### src/rtl/trfp_pkg.sv
// ----------------------------------------------------------------------------
// trfp_pkg
// Types and constants shared by the track fragment run parser modules.
// ----------------------------------------------------------------------------
`default_nettype none

package trfp_pkg;

	localparam int unsigned CFG_INDEX_W = 3;
	localparam int unsigned CFG_DATA_W  = 64;
	localparam int unsigned WORD_W      = 32;
	localparam int unsigned OFFSET_W    = 64;
	localparam int unsigned FLAGS_W     = 24;
	localparam int unsigned TDATA_W     = 160;

	localparam logic [WORD_W-1:0] MIN_RUN_BYTES = 32'd8;
	localparam logic [WORD_W-1:0] WORD_BYTES    = 32'd4;

	// run flag bit positions
	localparam int unsigned FB_DELTA  = 0;
	localparam int unsigned FB_FIRST  = 2;
	localparam int unsigned FB_DUR    = 8;
	localparam int unsigned FB_SIZE   = 9;
	localparam int unsigned FB_SFLAGS = 10;
	localparam int unsigned FB_CTS    = 11;
	localparam logic [WORD_W-1:0] F_RESERVED = 32'hff00_0000;

	// per-sample field slots, ordered as the flag bits above
	localparam logic [1:0] FS_DUR    = 2'd0;
	localparam logic [1:0] FS_SIZE   = 2'd1;
	localparam logic [1:0] FS_SFLAGS = 2'd2;
	localparam logic [1:0] FS_CTS    = 2'd3;

	typedef enum logic [1:0] {
		OP_START_FRAG = 2'd0,
		OP_START_RUN  = 2'd1,
		OP_WORD       = 2'd2,
		OP_FILL       = 2'd3
	} op_t;

	typedef enum logic [1:0] {
		KIND_SAMPLE  = 2'd0,
		KIND_EMPTY   = 2'd1,
		KIND_INVALID = 2'd2
	} kind_t;

	typedef enum logic [2:0] {
		PH_IDLE    = 3'd0,
		PH_FLAGS   = 3'd1,
		PH_COUNT   = 3'd2,
		PH_DELTA   = 3'd3,
		PH_FIRST   = 3'd4,
		PH_SAMPLES = 3'd5
	} phase_t;

	localparam logic [CFG_INDEX_W-1:0] REG_BASE_OFFSET  = 3'd0;
	localparam logic [CFG_INDEX_W-1:0] REG_FRAG_OFFSET  = 3'd1;
	localparam logic [CFG_INDEX_W-1:0] REG_HDR_DURATION = 3'd2;
	localparam logic [CFG_INDEX_W-1:0] REG_HDR_DUR_VLD  = 3'd3;
	localparam logic [CFG_INDEX_W-1:0] REG_HDR_SIZE     = 3'd4;
	localparam logic [CFG_INDEX_W-1:0] REG_HDR_FLAGS    = 3'd5;
	localparam logic [CFG_INDEX_W-1:0] REG_EXT_DURATION = 3'd6;
	localparam logic [CFG_INDEX_W-1:0] REG_EXT_VLD      = 3'd7;

	typedef struct packed {
		logic [OFFSET_W-1:0] base_offset;
		logic [OFFSET_W-1:0] frag_offset;
		logic [WORD_W-1:0]   hdr_duration;
		logic                hdr_dur_vld;
		logic [WORD_W-1:0]   hdr_size;
		logic [WORD_W-1:0]   ext_duration;
		logic                ext_vld;
	} cfg_t;

	typedef struct packed {
		kind_t               kind;
		logic [OFFSET_W-1:0] sample_offset;
		logic [WORD_W-1:0]   sample_size;
		logic [WORD_W-1:0]   sample_duration;
		logic [WORD_W-1:0]   composition_offset;
		logic                last;
	} result_t;

endpackage

`default_nettype wire

### src/rtl/trfp_cfg_regs.sv
// ----------------------------------------------------------------------------
// trfp_cfg_regs
// Configuration register file; takes one write per cycle.
// ----------------------------------------------------------------------------
`default_nettype none

module trfp_cfg_regs (
	input  wire logic                              clk,
	input  wire logic                              arst_n,
	input  wire logic                              cfg_valid,
	input  wire logic [trfp_pkg::CFG_INDEX_W-1:0]  cfg_index,
	input  wire logic [trfp_pkg::CFG_DATA_W-1:0]   cfg_data,
	output trfp_pkg::cfg_t                         cfg
);

	trfp_pkg::cfg_t cfg_q;

	assign cfg = cfg_q;

	// header default flags are accepted and dropped
	always_ff @(posedge clk or negedge arst_n) begin
		if (!arst_n) begin
			cfg_q <= '0;
		end else if (cfg_valid) begin
			case (cfg_index)
				trfp_pkg::REG_BASE_OFFSET:  cfg_q.base_offset  <= cfg_data;
				trfp_pkg::REG_FRAG_OFFSET:  cfg_q.frag_offset  <= cfg_data;
				trfp_pkg::REG_HDR_DURATION: cfg_q.hdr_duration <= cfg_data[31:0];
				trfp_pkg::REG_HDR_DUR_VLD:  cfg_q.hdr_dur_vld  <= cfg_data[0];
				trfp_pkg::REG_HDR_SIZE:     cfg_q.hdr_size     <= cfg_data[31:0];
				trfp_pkg::REG_EXT_DURATION: cfg_q.ext_duration <= cfg_data[31:0];
				trfp_pkg::REG_EXT_VLD:      cfg_q.ext_vld      <= cfg_data[0];
				default: ;
			endcase
		end
	end

endmodule

`default_nettype wire

### src/rtl/trfp_in_reg.sv
// ----------------------------------------------------------------------------
// trfp_in_reg
// Input register stage; holds one item until the parser takes it.
// ----------------------------------------------------------------------------
`default_nettype none

module trfp_in_reg (
	input  wire logic                          clk,
	input  wire logic                          arst_n,
	input  wire logic                          in_valid,
	output logic                               in_ready,
	input  wire logic [1:0]                    in_op,
	input  wire logic [trfp_pkg::WORD_W-1:0]   in_word,
	input  wire logic                          advance,
	output logic                               valid_s1,
	output trfp_pkg::op_t                      op_s1,
	output logic [trfp_pkg::WORD_W-1:0]        word_s1
);

	assign in_ready = !valid_s1 || advance;

	always_ff @(posedge clk or negedge arst_n) begin
		if (!arst_n) begin
			valid_s1 <= 1'b0;
		end else if (in_ready) begin
			valid_s1 <= in_valid;
		end
	end

	always_ff @(posedge clk) begin
		if (in_valid && in_ready) begin
			op_s1   <= trfp_pkg::op_t'(in_op);
			word_s1 <= in_word;
		end
	end

endmodule

`default_nettype wire

### src/rtl/trfp_core.sv
// ----------------------------------------------------------------------------
// trfp_core
// Run parser state and result generation for one item per cycle while fire is high.
// ----------------------------------------------------------------------------
`default_nettype none

module trfp_core (
	input  wire logic                          clk,
	input  wire logic                          arst_n,
	input  wire trfp_pkg::cfg_t                cfg,
	input  wire logic                          fire,
	input  wire trfp_pkg::op_t                 op_s1,
	input  wire logic [trfp_pkg::WORD_W-1:0]   word_s1,
	output logic                               res_valid,
	output trfp_pkg::result_t                  res
);

	trfp_pkg::phase_t                   phase_q, phase_d;
	logic [trfp_pkg::FLAGS_W-1:0]       flags_q, flags_d;
	logic [trfp_pkg::WORD_W-1:0]        samples_q, samples_d;
	logic [trfp_pkg::WORD_W-1:0]        bytes_q, bytes_d;
	logic [trfp_pkg::OFFSET_W-1:0]      offset_q, offset_d;
	logic [1:0]                         fidx_q, fidx_d;
	logic [trfp_pkg::WORD_W-1:0]        dur_q, dur_d;
	logic [trfp_pkg::WORD_W-1:0]        size_q, size_d;
	logic [trfp_pkg::WORD_W-1:0]        comp_q, comp_d;

	logic [3:0]  fld;
	logic [2:0]  n_fields;
	logic [34:0] cnt_prod;
	logic [36:0] need;
	logic [1:0]  sel;
	logic        sel_found;
	logic [2:0]  k;
	logic        hdr_done;
	logic        end_go;
	trfp_pkg::kind_t end_kind;
	logic        sample_go;
	logic [trfp_pkg::WORD_W-1:0] samples_dec;
	logic [trfp_pkg::WORD_W-1:0] bad_first;

	assign fld      = flags_q[trfp_pkg::FB_CTS:trfp_pkg::FB_DUR];
	assign n_fields = 3'(fld[0]) + 3'(fld[1]) + 3'(fld[2]) + 3'(fld[3]);
	assign cnt_prod = 35'(word_s1) * 35'(n_fields);
	assign need     = {cnt_prod, 2'b00}
	                + (flags_q[trfp_pkg::FB_DELTA] ? 37'd4 : 37'd0)
	                + (flags_q[trfp_pkg::FB_FIRST] ? 37'd4 : 37'd0);
	assign bad_first = word_s1 & ((32'd1 << trfp_pkg::FB_FIRST)
	                            | (32'd1 << trfp_pkg::FB_SFLAGS));

	always_comb begin
		sel       = trfp_pkg::FS_DUR;
		sel_found = 1'b0;
		k         = 3'd0;
		for (int i = 0; i < 4; i++) begin
			if (fld[i] && !sel_found) begin
				if (k == {1'b0, fidx_q}) begin
					sel       = 2'(i);
					sel_found = 1'b1;
				end else begin
					k = k + 3'd1;
				end
			end
		end
	end

	always_comb begin
		phase_d   = phase_q;
		flags_d   = flags_q;
		samples_d = samples_q;
		bytes_d   = bytes_q;
		offset_d  = offset_q;
		fidx_d    = fidx_q;
		dur_d     = dur_q;
		size_d    = size_q;
		comp_d    = comp_q;
		hdr_done  = 1'b0;
		end_go    = 1'b0;
		end_kind  = trfp_pkg::KIND_INVALID;
		sample_go = 1'b0;
		res_valid = 1'b0;
		res       = '0;

		case (op_s1)
			trfp_pkg::OP_START_FRAG: begin
				offset_d = cfg.frag_offset;
				phase_d  = trfp_pkg::PH_IDLE;
			end
			trfp_pkg::OP_START_RUN: begin
				if (word_s1 < trfp_pkg::MIN_RUN_BYTES) begin
					end_go = 1'b1;
				end else begin
					bytes_d = word_s1 - trfp_pkg::MIN_RUN_BYTES;
					phase_d = trfp_pkg::PH_FLAGS;
				end
			end
			trfp_pkg::OP_FILL: begin
				if (phase_q == trfp_pkg::PH_SAMPLES && n_fields == 3'd0) begin
					sample_go = 1'b1;
				end
			end
			trfp_pkg::OP_WORD: begin
				case (phase_q)
					trfp_pkg::PH_FLAGS: begin
						if ((word_s1 & trfp_pkg::F_RESERVED) != '0
						    || bad_first == ((32'd1 << trfp_pkg::FB_FIRST)
						                   | (32'd1 << trfp_pkg::FB_SFLAGS))) begin
							end_go = 1'b1;
						end else begin
							flags_d = word_s1[trfp_pkg::FLAGS_W-1:0];
							phase_d = trfp_pkg::PH_COUNT;
						end
					end
					trfp_pkg::PH_COUNT: begin
						if ({5'd0, bytes_q} < need) begin
							end_go = 1'b1;
						end else begin
							samples_d = word_s1;
							if (fld[0]) begin
								dur_d = '0;
							end else if (cfg.hdr_dur_vld) begin
								dur_d = cfg.hdr_duration;
							end else if (cfg.ext_vld) begin
								dur_d = cfg.ext_duration;
							end else begin
								dur_d = '0;
							end
							size_d = cfg.hdr_size;
							comp_d = '0;
							if (flags_q[trfp_pkg::FB_DELTA]) begin
								phase_d = trfp_pkg::PH_DELTA;
							end else if (flags_q[trfp_pkg::FB_FIRST]) begin
								phase_d = trfp_pkg::PH_FIRST;
							end else begin
								hdr_done = 1'b1;
							end
						end
					end
					trfp_pkg::PH_DELTA: begin
						offset_d = cfg.base_offset
						         + {{(trfp_pkg::OFFSET_W-trfp_pkg::WORD_W){word_s1[31]}},
						            word_s1};
						bytes_d  = bytes_q - trfp_pkg::WORD_BYTES;
						if (flags_q[trfp_pkg::FB_FIRST]) begin
							phase_d = trfp_pkg::PH_FIRST;
						end else begin
							hdr_done = 1'b1;
						end
					end
					trfp_pkg::PH_FIRST: begin
						bytes_d  = bytes_q - trfp_pkg::WORD_BYTES;
						hdr_done = 1'b1;
					end
					trfp_pkg::PH_SAMPLES: begin
						if (n_fields != 3'd0) begin
							case (sel)
								trfp_pkg::FS_DUR:  dur_d  = word_s1;
								trfp_pkg::FS_SIZE: size_d = word_s1;
								trfp_pkg::FS_CTS:  comp_d = word_s1;
								default: ;
							endcase
							bytes_d = bytes_q - trfp_pkg::WORD_BYTES;
							if ({1'b0, fidx_q} + 3'd1 >= n_fields) begin
								sample_go = 1'b1;
							end else begin
								fidx_d = fidx_q + 2'd1;
							end
						end
					end
					default: ;
				endcase
			end
			default: ;
		endcase

		if (hdr_done) begin
			if (samples_d == '0) begin
				end_go   = 1'b1;
				end_kind = trfp_pkg::KIND_EMPTY;
			end else begin
				phase_d = trfp_pkg::PH_SAMPLES;
				fidx_d  = 2'd0;
			end
		end

		samples_dec = samples_q - 32'd1;
		if (sample_go) begin
			res_valid              = 1'b1;
			res.kind               = trfp_pkg::KIND_SAMPLE;
			res.sample_offset      = offset_q;
			res.sample_size        = size_d;
			res.sample_duration    = dur_d;
			res.composition_offset = comp_d;
			res.last               = (samples_dec == '0);
			offset_d  = offset_q + {{(trfp_pkg::OFFSET_W-trfp_pkg::WORD_W){1'b0}}, size_d};
			samples_d = samples_dec;
			fidx_d    = 2'd0;
			if (samples_dec == '0) begin
				phase_d = trfp_pkg::PH_IDLE;
			end
		end

		if (end_go) begin
			res_valid = 1'b1;
			res.kind  = end_kind;
			res.last  = 1'b1;
			phase_d   = trfp_pkg::PH_IDLE;
		end
	end

	always_ff @(posedge clk or negedge arst_n) begin
		if (!arst_n) begin
			phase_q   <= trfp_pkg::PH_IDLE;
			flags_q   <= '0;
			samples_q <= '0;
			bytes_q   <= '0;
			offset_q  <= '0;
			fidx_q    <= '0;
			dur_q     <= '0;
			size_q    <= '0;
			comp_q    <= '0;
		end else if (fire) begin
			phase_q   <= phase_d;
			flags_q   <= flags_d;
			samples_q <= samples_d;
			bytes_q   <= bytes_d;
			offset_q  <= offset_d;
			fidx_q    <= fidx_d;
			dur_q     <= dur_d;
			size_q    <= size_d;
			comp_q    <= comp_d;
		end
	end

endmodule

`default_nettype wire

### src/rtl/trfp_out_reg.sv
// ----------------------------------------------------------------------------
// trfp_out_reg
// Result register; holds one result until the downstream side takes it.
// ----------------------------------------------------------------------------
`default_nettype none

module trfp_out_reg (
	input  wire logic                            clk,
	input  wire logic                            arst_n,
	input  wire logic                            fire,
	input  wire logic                            res_valid,
	input  wire trfp_pkg::result_t               res,
	output logic                                 advance,
	output logic                                 out_valid,
	input  wire logic                            out_ready,
	output logic [trfp_pkg::TDATA_W-1:0]         out_data,
	output logic [1:0]                           out_user,
	output logic                                 out_last
);

	trfp_pkg::result_t res_q;

	assign advance  = !out_valid || out_ready;
	assign out_data = {res_q.composition_offset, res_q.sample_duration,
	                   res_q.sample_size, res_q.sample_offset};
	assign out_user = res_q.kind;
	assign out_last = res_q.last;

	always_ff @(posedge clk or negedge arst_n) begin
		if (!arst_n) begin
			out_valid <= 1'b0;
		end else if (advance) begin
			out_valid <= fire && res_valid;
		end
	end

	always_ff @(posedge clk) begin
		if (advance && fire && res_valid) begin
			res_q <= res;
		end
	end

endmodule

`default_nettype wire

### src/rtl/track_fragment_run_parser.sv
// ----------------------------------------------------------------------------
// track_fragment_run_parser
// Track fragment run payload parser with per-sample result stream.
// ----------------------------------------------------------------------------
// Takes one item per clock cycle, sustained, as long as results are taken;
// every item passes an input register, field selection and a 64-bit offset
// add, and the result register, which holds a result until it is taken.
// Items that produce no result (headers, ignored words) still pass through
// the input register. Configuration writes are taken every cycle and must
// only be made while no item is in flight.
`default_nettype none

module track_fragment_run_parser (
	input  wire logic                              clk,
	input  wire logic                              arst_n,
	input  wire logic                              s_tvalid,
	output logic                                   s_tready,
	input  wire logic [31:0]                       s_tdata,  // word
	input  wire logic [1:0]                        s_tuser,  // op
	output logic                                   m_tvalid,
	input  wire logic                              m_tready,
	// sample_offset, sample_size, sample_duration, composition_offset
	output logic [trfp_pkg::TDATA_W-1:0]           m_tdata,
	output logic [1:0]                             m_tuser,  // kind
	output logic                                   m_tlast,
	input  wire logic                              cfg_valid,
	output logic                                   cfg_ready,
	input  wire logic [trfp_pkg::CFG_INDEX_W-1:0]  cfg_index,
	input  wire logic [trfp_pkg::CFG_DATA_W-1:0]   cfg_data
);

	trfp_pkg::cfg_t              cfg;
	trfp_pkg::op_t               op_s1;
	logic [trfp_pkg::WORD_W-1:0] word_s1;
	logic                        valid_s1;
	logic                        advance;
	logic                        fire;
	logic                        res_valid;
	trfp_pkg::result_t           res;

	assign cfg_ready = 1'b1;
	assign fire      = valid_s1 && advance;

	trfp_cfg_regs u_cfg (
		.clk       (clk),
		.arst_n    (arst_n),
		.cfg_valid (cfg_valid),
		.cfg_index (cfg_index),
		.cfg_data  (cfg_data),
		.cfg       (cfg)
	);

	trfp_in_reg u_in (
		.clk      (clk),
		.arst_n   (arst_n),
		.in_valid (s_tvalid),
		.in_ready (s_tready),
		.in_op    (s_tuser),
		.in_word  (s_tdata),
		.advance  (advance),
		.valid_s1 (valid_s1),
		.op_s1    (op_s1),
		.word_s1  (word_s1)
	);

	trfp_core u_core (
		.clk       (clk),
		.arst_n    (arst_n),
		.cfg       (cfg),
		.fire      (fire),
		.op_s1     (op_s1),
		.word_s1   (word_s1),
		.res_valid (res_valid),
		.res       (res)
	);

	trfp_out_reg u_out (
		.clk       (clk),
		.arst_n    (arst_n),
		.fire      (fire),
		.res_valid (res_valid),
		.res       (res),
		.advance   (advance),
		.out_valid (m_tvalid),
		.out_ready (m_tready),
		.out_data  (m_tdata),
		.out_user  (m_tuser),
		.out_last  (m_tlast)
	);

endmodule

`default_nettype wire

### config.mk
export PLATFORM = sky130hd
export DESIGN_NAME = track_fragment_run_parser
export DESIGN_NICKNAME = d
export VERILOG_FILES = /design/src/rtl/trfp_pkg.sv /design/src/rtl/trfp_cfg_regs.sv /design/src/rtl/trfp_in_reg.sv /design/src/rtl/trfp_core.sv /design/src/rtl/trfp_out_reg.sv /design/src/rtl/track_fragment_run_parser.sv
export SDC_FILE = /design/constraint.sdc
export NUM_CORES = 2
export LEC_CHECK = 0
export BUFFER_PORTS_ARGS = -buffer_cell sky130_fd_sc_hd__buf_2
export CAP_MARGIN = 40
export CELL_PAD_IN_SITES_DETAIL_PLACEMENT = 0
export CELL_PAD_IN_SITES_GLOBAL_PLACEMENT = 1
export CORE_ASPECT_RATIO = 1.2
export CORE_MARGIN = 2
export CORE_UTILIZATION = 30
export DETAILED_ROUTE_END_ITERATION = 12
export GPL_TIMING_DRIVEN = 0
export PLACE_DENSITY = 0.52
export RECOVER_POWER = 50
export SETUP_SLACK_MARGIN = 0.15
export SYNTH_ARGS = -nofsm -noshare
export SYNTH_HDL_FRONTEND = slang
export SYNTH_HIERARCHICAL = 1
export SYNTH_SLANG_ARGS = --single-unit
### constraint.sdc
create_clock -name clk -period 11.77 [get_ports clk]
set_input_delay 0 -clock clk [delete_from_list [all_inputs] [get_ports clk]]
set_output_delay 0 -clock clk [all_outputs]
set_load 0.05 [all_outputs]
==> impl_metrics.json <==
{
  "worst_ep_arrival_time_ns": 11.63,
  "endpoint_kind": "flop",
  "synth_cell_type_count": 101,
  "final_common_cell": "dfrtp_1",
  "ys_seq_area_frac": 0.4313,
  "syn_nets": 4333,
  "rsz0062_at_grt": "yes",
  "routed_wl_um": 175400,
  "intPower_w": 0.004889,
  "synth_edf_count": 197,
  "tightestPinTransition_ns": 6.103,
  "clk_pin_slew_ns": 0.06,
  "utilization": 0.3668,
  "antenna_found_initial": 15,
  "synth_area_leader_cell": "dfrtp_1",
  "num_vias": 34970,
  "drt_iter0_drc": 2504,
  "power.leakage_nw": 20.04,
  "final_cell_mix": "dfrtp_1, clkbuf_1, nand2_1",
  "htree_levels": 3,
  "tritoncts": "yes",
  "ys.warnings.count": 6,
  "post-route-period-util": 0.9400,
  "post-dp-hpwl_um": 135600,
  "clock-skew-final_ns": 0.05202,
  "drv_cap": 6,
  "syn_avg_cell_area_um2": 10.08,
  "overflow": 0,
  "fin_crit_ns": 11.06,
  "clk_path_buf_depth": 3,
  "firstDrtPassIters": 5,
  "finalMaxSlewViolations": 470,
  "setup_viol": 0,
  "routedWlPerCell_um": 27.17,
  "synth_cells": 4015,
  "grt_use_total": 0.2495,
  "die_w_um": 339.3,
  "portBuffers": 270,
  "start_util": 0.3022,
  "synth_seq_cells": 658,
  "critPathKind": "flop to flop",
  "max_stage_delay_ns": 0.55,
  "max_slew_margin": -3.069,
  "synth_area_leaders": "dfrtp_1, edfxtp_1, ha_1",
  "seq_power_share": 0.405,
  "synthFlopType": "dfrtp_1",
  "area_growth_pct": 21.38,
  "viasPerCell": 5.418,
  "cts.sink_count": 658,
  "die_y_um": 406.3,
  "power_frac_clock": 0.362,
  "rows": 147,
  "drive_gt1_frac": 0.1377,
  "ant_nets": 0,
  "irDropWorstVdd_v": 0.00009229,
  "synthArstFlopShare": 0.7006,
  "fmax_mhz": 90.38,
  "nNetsFinal": 4914,
  "numCtsBuffers": 81,
  "p_sw_frac": 0.3315,
  "hold-worst-slack_ns": 0.03495,
  "dp_worst_setup_slack_ns": -1.797,
  "worstPathMaxFanout": 10,
  "crit_path_top_delay_cell": "fa_1",
  "insertion_delay_ns": 0.73,
  "final_cells": 6455,
  "switchingPower_w": 0.002425,
  "grt_pass1_wl_um": 251000,
  "place_congestion": 0.9111,
  "pwr_density_cell_nw_per_um2": 148.9,
  "hold_viol": 0,
  "drc": 0,
  "crit_required_ns": 12.34,
  "combPwrFrac": 0.233,
  "dpl_cell_area_um2": 45140,
  "synthesis.area_um2": 40470,
  "cp-start-kind": "flop",
  "dp_cells": 6146,
  "min_path_type": "primary input to flop",
  "crit_top_cell": "ha_1",
  "final_cell_area_um2": 49120,
  "grt_max_degree": 102,
  "status": "complete, but fails checks",
  "fin_ws_ns": 0.7056,
  "yosys.area.top_type_share": 0.2851,
  "cts-root-buf": "clkbuf_16",
  "die-area_um2": 137900,
  "violations": "max-capacitance violations, max-slew violations",
  "grt_pass1_vias": 35180,
  "coreArea_um2": 133900,
  "boundaryPins": 272
}
stage by stage:
stage,setup TNS [ns],power (W)
after floorplan,0,0.004030
after global placement,-451.04,0.004652
after detailed placement,-59.78,0.004692
after CTS,0,0.007419
after global routing,0,0.007667
final,0,0.007313
cells in the mapped netlist, types with 60 or more instances:
library cell	instances
nor2_1	236
xnor2_1	83
a22oi_1	90
mux2_4	60
o2bb2ai_1	134
clkbuf_1	180
nand3_1	88
a21oi_1	298
edfxtp_1	197
xor2_1	74
a22o_1	69
inv_1	132
o21ai_0	234
and2_1	83
ha_1	177
nand2_1	329
mux2_2	165
dfrtp_1	461
nor3_1	72
a21o_1	108
path summary, 6_finish.rpt:
path,start,end,slack [ns],cells after the start
max,u_core/flags_q[8]$_DFFE_PN0P_,u_core/offset_q[46]$_DFFE_PN0P_,0.71,50
min,s_tdata[18],u_in/word_s1[18]$_DFFE_PP_,0.03,2
max reg2reg,u_core/flags_q[8]$_DFFE_PN0P_,u_core/offset_q[46]$_DFFE_PN0P_,0.71,50
min reg2reg,u_cfg/cfg[118]$_DFFE_PN0P_,u_cfg/cfg[118]$_DFFE_PN0P_,0.48,1
max in group asynchronous,arst_n,u_cfg/cfg[153]$_DFFE_PN0P_,2.31,5
min in group asynchronous,arst_n,u_core/dur_q[25]$_DFFE_PN0P_,1.64,4
cell families (layout without fill, tap and decap cells):
kind of cell,after synthesis,after routing,share of synthesized area
multiplexers,271,271,0.07990
flip-flops,658,658,0.4313
other,1,5,0.00009267
AO/OA/AOI/OAI,1255,1255,0.2099
AND/OR/NAND/NOR,1073,1073,0.1303
buffers and inverters,388,1036,0.04248
XOR/XNOR,157,157,0.03398
adder cells (fa/ha/maj),212,212,0.07204
what timing repair did:
item,4_1_cts,5_1_grt
gates resized for setup,55,53
hold buffers,127,0
endpoints found under the setup margin,53,39
hold endpoints to repair,495,0
pin swaps,10,19
setup buffers,9,18
layer usage:
| metal | track usage | share of wire | up-vias |
|---|---|---|---|
| met5 | 0 | 0.00054 | - |
| met4 | 0.1048 | 0.043 | 14 |
| met3 | 0.03265 | 0.041 | 238 |
| met2 | 0.4356 | 0.50 | 867 |
| met1 | 0.3092 | 0.42 | 17760 |
| li1 | - | - | 16100 |
layout make-up:
cell class,count,area (um2)
fillers,14050,84780
clock buffers,103,2171
repair buffers,498,3571
flip-flops and latches,658,17450
well taps,1788,2237
diodes,4,10.01
multi-input cells,2969,21410
clock inverters,47,581.8
inverters,134,503.0
plain buffers,254,1185
state kept, by name (all words and copies together) (netlist names):
name	count
u_core/bytes_q	30
u_in/valid_s1	1
u_core/phase_q	3
u_core/comp_q	32
u_out/out_data	160
u_in/op_s1	2
u_core/dur_q	32
u_core/size_q	32
u_out/out_user	2
u_in/word_s1	32
u_core/offset_q	64
u_core/fidx_q	2
u_core/flags_q	6
u_core/samples_q	32
u_cfg/cfg	226
u_out/out_last	1
u_out/out_valid	1
power by group through the flow:
stage / clock, W / sequential (W) / combinational [W]
detailed placement: 0 / 0.00300 / 0.00169
global route: 0.00280 / 0.00300 / 0.00186
global placement: 0 / 0.00300 / 0.00165
CTS: 0.00272 / 0.00296 / 0.00174
finish: 0.00265 / 0.00296 / 0.00170
floorplan: 0 / 0.00289 / 0.00114
critical path: cells and delay by family (launching register included):
family          cells  cell delay [ns]
mux                 1             0.21
simple gates       10             1.49
buf+inv             9             1.50
xor+xnor            1             0.09
flops               1             0.41
fa+ha+maj           8             2.65
compound gates     21             4.56
Power figures use the tool's default switching activity.
